===== src/rtl/core/ffa_pkg.sv =====
// ----------------------------------------------------------------------------
// First-fit block allocator package
// Shared constants, codes and the command and status bundles that join the
// controller and the datapath.
// ----------------------------------------------------------------------------
package ffa_pkg;

  localparam int unsigned ADDR_W           = 32;
  localparam int unsigned BLOCK_BYTES      = 4096;
  localparam int unsigned BLOCK_SHIFT      = $clog2(BLOCK_BYTES);
  localparam int unsigned TABLE_BLOCKS_DEF = 256;
  localparam int unsigned BIU_W            = 9;
  localparam logic [BIU_W-1:0] BIU_RESET   = 9'd256;
  localparam int unsigned STATUS_W         = 2;
  localparam int unsigned CFG_IDX_W        = 1;
  localparam int unsigned ENTRY_W          = 3;

  localparam logic [CFG_IDX_W-1:0] CFG_BASE_ADDRESS  = 1'b0;
  localparam logic [CFG_IDX_W-1:0] CFG_BLOCKS_IN_USE = 1'b1;

  // Bit positions inside one table entry.
  localparam int unsigned MARK_TAKEN = 0;
  localparam int unsigned MARK_FIRST = 1;
  localparam int unsigned MARK_NEXT  = 2;

  typedef enum logic [STATUS_W-1:0] {
    STAT_OK      = 2'd0,
    STAT_NOSPACE = 2'd1,
    STAT_BADADDR = 2'd2
  } status_e;

  typedef enum logic [2:0] {
    S_CLEAR,
    S_IDLE,
    S_SCAN,
    S_MARK,
    S_WALK,
    S_RESP
  } state_e;

  typedef struct packed {
    logic    clear;
    logic    load;
    logic    scan;
    logic    mark;
    logic    walk;
    logic    resp_load;
    status_e resp_code;
    logic    resp_addr;
  } cmd_t;

  typedef struct packed {
    logic clear_done;
    logic req_free;
    logic req_bad;
    logic scan_hit;
    logic scan_miss;
    logic mark_done;
    logic walk_done;
  } stat_t;

endpackage


===== src/rtl/core/first_fit_block_allocator_unit.sv =====
// ----------------------------------------------------------------------------
// First-fit block allocator
// A request is either an allocate (func_i low, size in request_bytes_i) or a
// free (func_i high, address in free_address_i); each request yields exactly
// one result on the output channel: an address and a status code.
// Both channels use valid/ready. One request is worked on at a time; a new
// one is taken as soon as the previous result sits in the output register,
// even while the receiver stalls it. A finished result waits in the working
// state until the output register is free.
// An allocate scans the table for the first fitting run and then marks it;
// the table memory is read once per cycle during the scan and written once
// per cycle while the run is marked. A free walks its run and clears each
// entry, and a rejected request goes straight to its result.
// After reset a clearing pass writes every table entry as free, one per
// cycle; no request is taken during it, while configuration writes are.
// base_address resets to 0, blocks_in_use to 256.
// ----------------------------------------------------------------------------
module first_fit_block_allocator_unit #(
  parameter int unsigned TABLE_BLOCKS = ffa_pkg::TABLE_BLOCKS_DEF
) (
  input  logic                          clk_i,
  input  logic                          rst_ni,
  input  logic                          cfg_we_i,
  input  logic [ffa_pkg::CFG_IDX_W-1:0] cfg_idx_i,
  input  logic [ffa_pkg::ADDR_W-1:0]    cfg_wdata_i,
  input  logic                          in_valid_i,
  output logic                          in_ready_o,
  input  logic                          func_i,
  input  logic [ffa_pkg::ADDR_W-1:0]    request_bytes_i,
  input  logic [ffa_pkg::ADDR_W-1:0]    free_address_i,
  output logic                          out_valid_o,
  input  logic                          out_ready_i,
  output logic [ffa_pkg::ADDR_W-1:0]    result_address_o,
  output logic [ffa_pkg::STATUS_W-1:0]  status_o
);

  ffa_pkg::cmd_t  cmd;
  ffa_pkg::stat_t stat;

  ffa_ctrl u_ctrl (
    .clk_i       (clk_i),
    .rst_ni      (rst_ni),
    .in_valid_i  (in_valid_i),
    .in_ready_o  (in_ready_o),
    .out_valid_o (out_valid_o),
    .out_ready_i (out_ready_i),
    .stat_i      (stat),
    .cmd_o       (cmd)
  );

  ffa_dp #(
    .TABLE_BLOCKS (TABLE_BLOCKS)
  ) u_dp (
    .clk_i            (clk_i),
    .rst_ni           (rst_ni),
    .cfg_we_i         (cfg_we_i),
    .cfg_idx_i        (cfg_idx_i),
    .cfg_wdata_i      (cfg_wdata_i),
    .func_i           (func_i),
    .request_bytes_i  (request_bytes_i),
    .free_address_i   (free_address_i),
    .cmd_i            (cmd),
    .stat_o           (stat),
    .result_address_o (result_address_o),
    .status_o         (status_o)
  );

  // The block is busy in the cycle after it takes a request.
  a_busy_after_accept: assert property (@(posedge clk_i) disable iff (!rst_ni)
    (in_valid_i && in_ready_o) |=> !in_ready_o)
    else $error("request taken while the previous one is still in work");

  // Failed requests and frees always report a zero address.
  a_zero_addr_on_fail: assert property (@(posedge clk_i) disable iff (!rst_ni)
    (out_valid_o && (status_o != ffa_pkg::STAT_OK)) |-> (result_address_o == '0))
    else $error("nonzero address with a failing status");

  // A result only appears after the block has been busy working on it.
  a_result_after_work: assert property (@(posedge clk_i) disable iff (!rst_ni)
    $rose(out_valid_o) |-> $past(!in_ready_o))
    else $error("result shown without a preceding working cycle");

endmodule


===== src/rtl/core/ffa_ctrl.sv =====
// ----------------------------------------------------------------------------
// First-fit block allocator controller
// Sequences the clearing pass, the allocate scan and marking, the free walk
// and the hand-off of each result into the output register.
// ----------------------------------------------------------------------------
module ffa_ctrl (
  input  logic           clk_i,
  input  logic           rst_ni,
  input  logic           in_valid_i,
  output logic           in_ready_o,
  output logic           out_valid_o,
  input  logic           out_ready_i,
  input  ffa_pkg::stat_t stat_i,
  output ffa_pkg::cmd_t  cmd_o
);

  ffa_pkg::state_e  state_q, state_d;
  ffa_pkg::status_e code_q, code_d;
  logic             addr_q, addr_d;
  logic             out_valid_q, out_valid_d;
  logic             accept;
  logic             slot_free;

  assign accept    = in_valid_i && (state_q == ffa_pkg::S_IDLE);
  assign slot_free = !out_valid_q || out_ready_i;

  // Next state.
  always_comb begin
    state_d = state_q;
    code_d  = code_q;
    addr_d  = addr_q;
    case (state_q)
      ffa_pkg::S_CLEAR: begin
        if (stat_i.clear_done) state_d = ffa_pkg::S_IDLE;
      end
      ffa_pkg::S_IDLE: begin
        if (accept) begin
          addr_d = 1'b0;
          if (stat_i.req_free) begin
            code_d  = stat_i.req_bad ? ffa_pkg::STAT_BADADDR : ffa_pkg::STAT_OK;
            state_d = stat_i.req_bad ? ffa_pkg::S_RESP : ffa_pkg::S_WALK;
          end else begin
            code_d  = ffa_pkg::STAT_NOSPACE;
            state_d = stat_i.req_bad ? ffa_pkg::S_RESP : ffa_pkg::S_SCAN;
          end
        end
      end
      ffa_pkg::S_SCAN: begin
        if (stat_i.scan_hit) begin
          state_d = ffa_pkg::S_MARK;
        end else if (stat_i.scan_miss) begin
          code_d  = ffa_pkg::STAT_NOSPACE;
          state_d = ffa_pkg::S_RESP;
        end
      end
      ffa_pkg::S_MARK: begin
        if (stat_i.mark_done) begin
          code_d  = ffa_pkg::STAT_OK;
          addr_d  = 1'b1;
          state_d = ffa_pkg::S_RESP;
        end
      end
      ffa_pkg::S_WALK: begin
        if (stat_i.walk_done) state_d = ffa_pkg::S_RESP;
      end
      ffa_pkg::S_RESP: begin
        if (slot_free) state_d = ffa_pkg::S_IDLE;
      end
      default: state_d = ffa_pkg::S_IDLE;
    endcase
  end

  // Outputs and commands.
  always_comb begin
    cmd_o           = '0;
    cmd_o.resp_code = code_q;
    cmd_o.resp_addr = addr_q;
    in_ready_o      = 1'b0;
    out_valid_d     = out_valid_q && !out_ready_i;
    case (state_q)
      ffa_pkg::S_CLEAR: cmd_o.clear = 1'b1;
      ffa_pkg::S_IDLE: begin
        in_ready_o = 1'b1;
        cmd_o.load = accept;
      end
      ffa_pkg::S_SCAN: cmd_o.scan = 1'b1;
      ffa_pkg::S_MARK: cmd_o.mark = 1'b1;
      ffa_pkg::S_WALK: cmd_o.walk = 1'b1;
      ffa_pkg::S_RESP: begin
        if (slot_free) begin
          cmd_o.resp_load = 1'b1;
          out_valid_d     = 1'b1;
        end
      end
      default: cmd_o = '0;
    endcase
  end

  always_ff @(posedge clk_i or negedge rst_ni) begin
    if (!rst_ni) begin
      state_q     <= ffa_pkg::S_CLEAR;
      code_q      <= ffa_pkg::STAT_OK;
      addr_q      <= 1'b0;
      out_valid_q <= 1'b0;
    end else begin
      state_q     <= state_d;
      code_q      <= code_d;
      addr_q      <= addr_d;
      out_valid_q <= out_valid_d;
    end
  end

  assign out_valid_o = out_valid_q;

endmodule


===== src/rtl/core/ffa_dp.sv =====
// ----------------------------------------------------------------------------
// First-fit block allocator datapath
// Holds the configuration registers, the block table memory, the scan and
// walk pointers and the result register.
// ----------------------------------------------------------------------------
module ffa_dp #(
  parameter int unsigned TABLE_BLOCKS = ffa_pkg::TABLE_BLOCKS_DEF
) (
  input  logic                            clk_i,
  input  logic                            rst_ni,
  input  logic                            cfg_we_i,
  input  logic [ffa_pkg::CFG_IDX_W-1:0]   cfg_idx_i,
  input  logic [ffa_pkg::ADDR_W-1:0]      cfg_wdata_i,
  input  logic                            func_i,
  input  logic [ffa_pkg::ADDR_W-1:0]      request_bytes_i,
  input  logic [ffa_pkg::ADDR_W-1:0]      free_address_i,
  input  ffa_pkg::cmd_t                   cmd_i,
  output ffa_pkg::stat_t                  stat_o,
  output logic [ffa_pkg::ADDR_W-1:0]      result_address_o,
  output logic [ffa_pkg::STATUS_W-1:0]    status_o
);

  localparam int unsigned IW   = $clog2(TABLE_BLOCKS);
  localparam int unsigned CW   = $clog2(TABLE_BLOCKS + 1);
  localparam int unsigned NW   = (CW > ffa_pkg::BIU_W) ? CW : ffa_pkg::BIU_W;
  localparam int unsigned WW   = ffa_pkg::ADDR_W - ffa_pkg::BLOCK_SHIFT + 1;
  localparam int unsigned CMPW = (WW > CW) ? WW : CW;
  localparam int unsigned EW   = ffa_pkg::ENTRY_W;

  logic [ffa_pkg::ADDR_W-1:0] base_q, base_d;
  logic [ffa_pkg::BIU_W-1:0]  biu_q, biu_d;
  logic [CW-1:0]              ptr_q, ptr_d;
  logic                       pend_q, pend_d;
  logic [IW-1:0]              chk_q, chk_d;
  logic [IW-1:0]              start_q, start_d;
  logic [CW-1:0]              run_q, run_d;
  logic [CW-1:0]              want_q, want_d;
  logic [CW-1:0]              mark_q, mark_d;
  logic [EW-1:0]              rd_q;
  logic [ffa_pkg::ADDR_W-1:0] res_addr_q;
  ffa_pkg::status_e           res_code_q;

  logic [EW-1:0] mem [TABLE_BLOCKS];

  logic [CW-1:0]              eff_n;
  logic [NW-1:0]              biu_ext;
  logic [WW-1:0]              want_full;
  logic [ffa_pkg::ADDR_W-1:0] free_off;
  logic [ffa_pkg::ADDR_W-1:0] free_idx;
  logic                       alloc_bad;
  logic                       free_bad;
  logic                       issue;
  logic                       hit;
  logic [IW-1:0]              start_new;
  logic                       rd_en;
  logic [IW-1:0]              rd_addr;
  logic                       wr_en;
  logic [IW-1:0]              wr_addr;
  logic [EW-1:0]              wr_data;

  // The managed block count is the register limited to the table size.
  assign biu_ext = NW'(biu_q);
  assign eff_n   = (biu_ext > NW'(TABLE_BLOCKS)) ? CW'(TABLE_BLOCKS) : CW'(biu_ext);

  assign want_full = WW'(request_bytes_i >> ffa_pkg::BLOCK_SHIFT)
                   + WW'(|request_bytes_i[ffa_pkg::BLOCK_SHIFT-1:0]);
  assign alloc_bad = (want_full == '0) || (CMPW'(want_full) > CMPW'(eff_n));

  assign free_off = free_address_i - base_q;
  assign free_idx = free_off >> ffa_pkg::BLOCK_SHIFT;
  assign free_bad = free_idx >= ffa_pkg::ADDR_W'(eff_n);

  assign issue     = ptr_q < eff_n;
  assign start_new = (run_q == '0) ? chk_q : start_q;
  assign hit       = pend_q && !rd_q[ffa_pkg::MARK_TAKEN] && ((run_q + CW'(1)) == want_q);

  assign stat_o.clear_done = ptr_q == CW'(TABLE_BLOCKS - 1);
  assign stat_o.req_free   = func_i;
  assign stat_o.req_bad    = func_i ? free_bad : alloc_bad;
  assign stat_o.scan_hit   = hit;
  assign stat_o.scan_miss  = !pend_q && !issue;
  assign stat_o.mark_done  = (mark_q + CW'(1)) == want_q;
  assign stat_o.walk_done  = pend_q && (!rd_q[ffa_pkg::MARK_NEXT]
                             || ((CW'(chk_q) + CW'(1)) >= eff_n));

  always_comb begin
    base_d  = base_q;
    biu_d   = biu_q;
    ptr_d   = ptr_q;
    pend_d  = pend_q;
    chk_d   = chk_q;
    start_d = start_q;
    run_d   = run_q;
    want_d  = want_q;
    mark_d  = mark_q;
    rd_en   = 1'b0;
    rd_addr = ptr_q[IW-1:0];
    wr_en   = 1'b0;
    wr_addr = ptr_q[IW-1:0];
    wr_data = '0;

    if (cfg_we_i) begin
      case (cfg_idx_i)
        ffa_pkg::CFG_BASE_ADDRESS:  base_d = cfg_wdata_i;
        ffa_pkg::CFG_BLOCKS_IN_USE: biu_d  = cfg_wdata_i[ffa_pkg::BIU_W-1:0];
        default:                    base_d = base_q;
      endcase
    end

    if (cmd_i.clear) begin
      wr_en = 1'b1;
      ptr_d = ptr_q + CW'(1);
    end

    if (cmd_i.load) begin
      pend_d = 1'b0;
      run_d  = '0;
      want_d = CW'(want_full);
      ptr_d  = func_i ? CW'(free_idx) : '0;
    end

    // Scan and walk both read one entry ahead of the one being checked.
    if (cmd_i.scan || cmd_i.walk) begin
      rd_en  = issue;
      pend_d = issue;
      chk_d  = ptr_q[IW-1:0];
      if (issue) ptr_d = ptr_q + CW'(1);
    end

    if (cmd_i.scan && pend_q) begin
      if (rd_q[ffa_pkg::MARK_TAKEN]) begin
        run_d = '0;
      end else begin
        start_d = start_new;
        run_d   = run_q + CW'(1);
      end
      if (hit) begin
        ptr_d  = CW'(start_new);
        mark_d = '0;
      end
    end

    if (cmd_i.walk && pend_q) begin
      wr_en   = 1'b1;
      wr_addr = chk_q;
    end

    if (cmd_i.mark) begin
      wr_en                       = 1'b1;
      wr_data[ffa_pkg::MARK_TAKEN] = 1'b1;
      wr_data[ffa_pkg::MARK_FIRST] = mark_q == '0;
      wr_data[ffa_pkg::MARK_NEXT]  = (mark_q + CW'(1)) < want_q;
      ptr_d                       = ptr_q + CW'(1);
      mark_d                      = mark_q + CW'(1);
    end
  end

  always_ff @(posedge clk_i or negedge rst_ni) begin
    if (!rst_ni) begin
      base_q <= '0;
      biu_q  <= ffa_pkg::BIU_RESET;
      ptr_q  <= '0;
      pend_q <= 1'b0;
    end else begin
      base_q <= base_d;
      biu_q  <= biu_d;
      ptr_q  <= ptr_d;
      pend_q <= pend_d;
    end
  end

  always_ff @(posedge clk_i) begin
    chk_q   <= chk_d;
    start_q <= start_d;
    run_q   <= run_d;
    want_q  <= want_d;
    mark_q  <= mark_d;
    if (cmd_i.resp_load) begin
      res_code_q <= cmd_i.resp_code;
      res_addr_q <= cmd_i.resp_addr
                  ? base_q + (ffa_pkg::ADDR_W'(start_q) << ffa_pkg::BLOCK_SHIFT)
                  : '0;
    end
  end

  // Block table memory.
  always_ff @(posedge clk_i) begin
    if (wr_en) mem[wr_addr] <= wr_data;
    if (rd_en) rd_q <= mem[rd_addr];
  end

  assign result_address_o = res_addr_q;
  assign status_o         = res_code_q;

endmodule


===== config.mk =====
export PLATFORM = sky130hd
export DESIGN_NAME = first_fit_block_allocator_unit
export DESIGN_NICKNAME = d
export VERILOG_FILES = /design/src/rtl/core/ffa_pkg.sv /design/src/rtl/core/first_fit_block_allocator_unit.sv /design/src/rtl/core/ffa_ctrl.sv /design/src/rtl/core/ffa_dp.sv
export SDC_FILE = /design/constraint.sdc
export NUM_CORES = 1
export LEC_CHECK = 0
export CAP_MARGIN = 5
export CORE_MARGIN = 3
export CORE_UTILIZATION = 36
export DETAILED_ROUTE_END_ITERATION = 12
export DONT_BUFFER_PORTS = 1
export PLACE_DENSITY = 0.6
export SLEW_MARGIN = 25
export SYNTH_ARGS = -nofsm -noshare
export SYNTH_HDL_FRONTEND = slang
export SYNTH_SLANG_ARGS = --single-unit

===== constraint.sdc =====
create_clock -name clk_i -period 34.3 [get_ports clk_i]
set_input_delay 1.715 -clock clk_i [delete_from_list [all_inputs] [get_ports clk_i]]
set_output_delay 1.715 -clock clk_i [all_outputs]
set_load 0.02 [all_outputs]

==> metrics.csv <==
stage;metric;value;unit
placed_design;Final GP Congestion;0.872;
clock_tree;CTS resizes;0;
placed_design;hpwl dp;46900;microns
global_route;met1 Resource Use GR;23.3;%
power;pwr/cell area;74.4;mW/mm^2
drt;DRC Markers;0;
critical_path;Critical Path RT;34.79;ns
status;status;finished, final reports clean;
timing;Clock Skew;0.0237;ns
logic_synthesis;ys async rst share;8.94;%
critical_path;worst path arrival time;5.41;ns
global_route;first-pass GRT wire length;113000;microns
critical_path;CP delay by family, top;compound AO/OA/AOI/OAI gates;
logic_synthesis;Netlist Area Pre-Place;0.0303;sq mm
clock_tree;CTS tree;done;
floorplanning;Die X-Extent;296;microns
clock_tree;clk slew on worst S/H paths;0.06;ns
power;Power Total;2.52;mW
placed_design;port bufs;0;
critical_path;critical path class;input port to flop;
timing;final setup TNS;0;ns
cells_and_area;Finished Layout Cells;3221;
clock_tree;Num CTS Buffers;72;
global_route;total track usage;17.0;%
timing;final hold vios;0;
cells_and_area;Finished Cell Area;0.0338;sq mm
logic_synthesis;EDFF count, synth;591;
critical_path;crit path cell chain;ha_1, a21oi_1, o21ai_0, nor2_1, o21ai_0, a21o_1, a21boi_0, o21ai_0, xor2_1, ha_1, a21o_1, a21oi_1, o21ai_0, a21o_1, a21oi_1, o2111ai_1, nor4_1, o21ai_0;
timing;Setup Viol. Count Final;0;
drt;DRT Pass-1 Iters;5;
drt;vias post-DR;18000;
clock_tree;Root Buffer;clkbuf_16;
cells_and_area;share of layout cells above drive strength 1;16.1;%
logic_synthesis;Syn Inst Count;2093;
cells_and_area;synth-to-layout area growth;11.8;%
timing;worst relative slew slack;33.1;%
floorplanning;Initial Utilization;36.6;%
timing;RSZ-0062 raised after global routing;no;
critical_path;WP buf/inv;0;
global_route;vias in the first global route;18700;
timing;post-route clock period utilization;14.3;%
critical_path;crit end category;flop;
floorplanning;# IOs;139;
drt;Routed WL;75300;microns
clock_tree;worst skew pair latency;0.63;ns
logic_synthesis;area share of the largest cell type after synthesis;58.6;%
timing;Tmin final;4.92;ns
logic_synthesis;Seq/Total Area, Yosys;63.4;%
logic_synthesis;synth top area cells;edfxtp_1, mux4_2, dfrtp_1;
clock_tree;Hold Buf Count CTS;0;
critical_path;CP peak stage delay;0.38;ns
timing;fmax;203;MHz
global_route;initial antenna violation count;1;
placed_design;placed inst area;0.0315;sq mm
logic_synthesis;Net Count, Synth;2287;
critical_path;R2R depth;8;
power;peak supply drop;0.0505;mV
logic_synthesis;syn_area_per_cell;14.5;sq um
drt;ANT nets after route;0;
logic_synthesis;dominant cell type by area after synthesis;edfxtp_1;
logic_synthesis;ys flop type;edfxtp_1;
timing;max-slew violations;0;
critical_path;CP dominant cell by count;o21ai_0;
timing;worst slew pin tran;1.00;ns
placed_design;number of cells in the design after placement;3090;
critical_path;CP max-delay cell;a21boi_0;
global_route;grt met3 use;2.89;%
critical_path;CP Launch Type;input port;
global_route;busiest grt layer;met2;
drt;post-DR wirelength/cell;23.4;microns
clock_tree;H-tree Lvls;3;
logic_synthesis;unique cell type count in the Yosys netlist;65;
drt;vias per cell;5.58;
global_route;largest net degree at the start of global routing;257;
clock_tree;Max clock buf depth;3;
critical_path;WP depth;18;
clock_tree;post-CTS setup repair buffer count;0;
job;Max Cap Viol;0;
min_path;Hold Path Class;flop to flop;
logic_synthesis;Synth warnings;0;
floorplanning;Die ar.;0.0876;sq mm
floorplanning;site row count;105;
floorplanning;core area;0.0826;sq mm
global_route;met2 Use GR;27.9;%
min_path;hold path cells;1;
critical_path;crit path max fanout;4;
drt;DRT iter0 DRCs;1430;
global_route;GRT overflow;0;
floorplanning;chip height;296;microns
power;Leak;11.1;nW
logic_synthesis;FF+latch count, synth;649;
cells_and_area;Layout Nets;2291;
clock_tree;clk sinks;649;
## placed cells by master, fill, tap and decap left out, types with 10 or more instances in the layout
| master | Yosys | layout |
|---|---|---|
| o21a_1 | 10 | 10 |
| inv_1 | 66 | 65 |
| and2_1 | 15 | 15 |
| nor2_1 | 339 | 338 |
| clkbuf_16 | 0 | 73 |
| edfxtp_1 | 591 | 591 |
| clkinv_2 | 0 | 16 |
| and3_1 | 18 | 18 |
| xor2_1 | 30 | 30 |
| buf_4 | 7 | 27 |
| nand3_1 | 41 | 41 |
| a21oi_1 | 64 | 64 |
| xnor2_1 | 49 | 49 |
| nor2b_1 | 14 | 13 |
| ha_1 | 90 | 90 |
| mux4_2 | 170 | 170 |
| mux2_2 | 20 | 20 |
| nor4_1 | 10 | 10 |
| clkinv_1 | 1 | 13 |
| dfrtp_1 | 57 | 53 |
| o21ai_0 | 82 | 81 |
| nand3b_1 | 14 | 14 |
| nand2_1 | 143 | 142 |
| a21o_1 | 15 | 15 |
| nand4_1 | 15 | 15 |
| clkbuf_1 | 77 | 11 |
| nor3_1 | 15 | 15 |
| nand2b_1 | 15 | 15 |
## per-stage QoR
stage	hold WS, ns	util (%)	setup WS (ns)
floorplan	0.451	-	19.64
global route	0.524	40.9	28.97
finish	0.511	40.9	29.38
detailed placement	0.495	38.1	28.84
global placement	0.484	38.1	28.93
CTS	0.510	40.8	29.47
## state kept, by name, summed over array words and instances, names as in the netlist
register,cells
u_ctrl.out_valid_o,1
u_dp.ptr_q,9
u_dp.start_q,8
u_dp.result_address_o,32
u_dp.mark_q,9
u_ctrl.code_q,2
u_dp.chk_q,8
u_dp.want_q,9
u_dp.status_o,2
u_ctrl.addr_q,1
u_dp.biu_ext,9
u_dp.run_q,9
u_dp.pend_q,1
u_dp.mem,512
u_dp.rd_q,2
u_ctrl.state_q,3
u_dp.base_q,32
## worst paths after layout
check                             startpoint                end  slack [ns]
max                        free_address_i[8]  u_ctrl.state_q[0]       29.38
min reg2reg                 u_ctrl.code_q[0]   u_ctrl.code_q[0]        0.51
min                         u_ctrl.code_q[0]   u_ctrl.code_q[0]        0.51
max in group asynchronous             rst_ni    u_dp.biu_ext[8]       33.29
min in group asynchronous             rst_ni   u_ctrl.code_q[1]        0.79
max reg2reg                u_ctrl.state_q[0]   u_dp.mem[138][0]       29.98
## metal layers
layer | routed length (microns) | share of wire (%)
met5 | 0 | 0
met4 | 2090 | 2.8
met3 | 5010 | 6.6
met2 | 36400 | 48
met1 | 31800 | 42
## power breakdown
part           leakage, nW  internal [mW]  total (mW)  switching (mW)
Combinational         3.85          0.303       0.711           0.408
Clock                 1.12          0.417       0.738           0.321
Sequential            6.16          0.981        1.07          0.0853
## cell usage after synthesis, drive strengths merged, types with 4 or more instances
cell type and number:
a211oi 6, a21oi 64, a22oi 5, o221ai 4, a31oi 5, ha 90, and2 15, nor2 339
o21a 10, o21ai 82, a21boi 5, and3 18, xor2 30, nand2 143, o31ai 7, nor2b 14
nor3 15, a21o 15, nor4 10, nand3 41, or2 4, nand2b 15, xnor2 49, mux2 20
mux4 170, or3 8, dfrtp 57, edfxtp 591, o211ai 7, clkbuf 78, nand4 15, o2111ai 4
nand3b 14, buf 26, inv 66
## area by class of cell
| cell class | count | area [sq um] |
|---|---|---|
| fill | 7476 | 48800 |
| sequential | 649 | 19200 |
| multi-input combinational | 1273 | 10400 |
| clock buffer | 87 | 1910 |
| tap | 1070 | 1340 |
| timing repair buffer | 34 | 357 |
| clock inverter | 40 | 355 |
| inverter | 67 | 256 |
| antenna | 1 | 2.50 |
## cells by family after synthesis
logic type,after synthesis,share of synthesized area [%]
compound gates,249,5.14
flops,649,63.4
xor+xnor,79,2.29
mux,193,13.5
buf+inv,171,2.26
fa+ha+maj,91,3.79
simple gates,661,9.58
(Power assumes the default switching activity.)
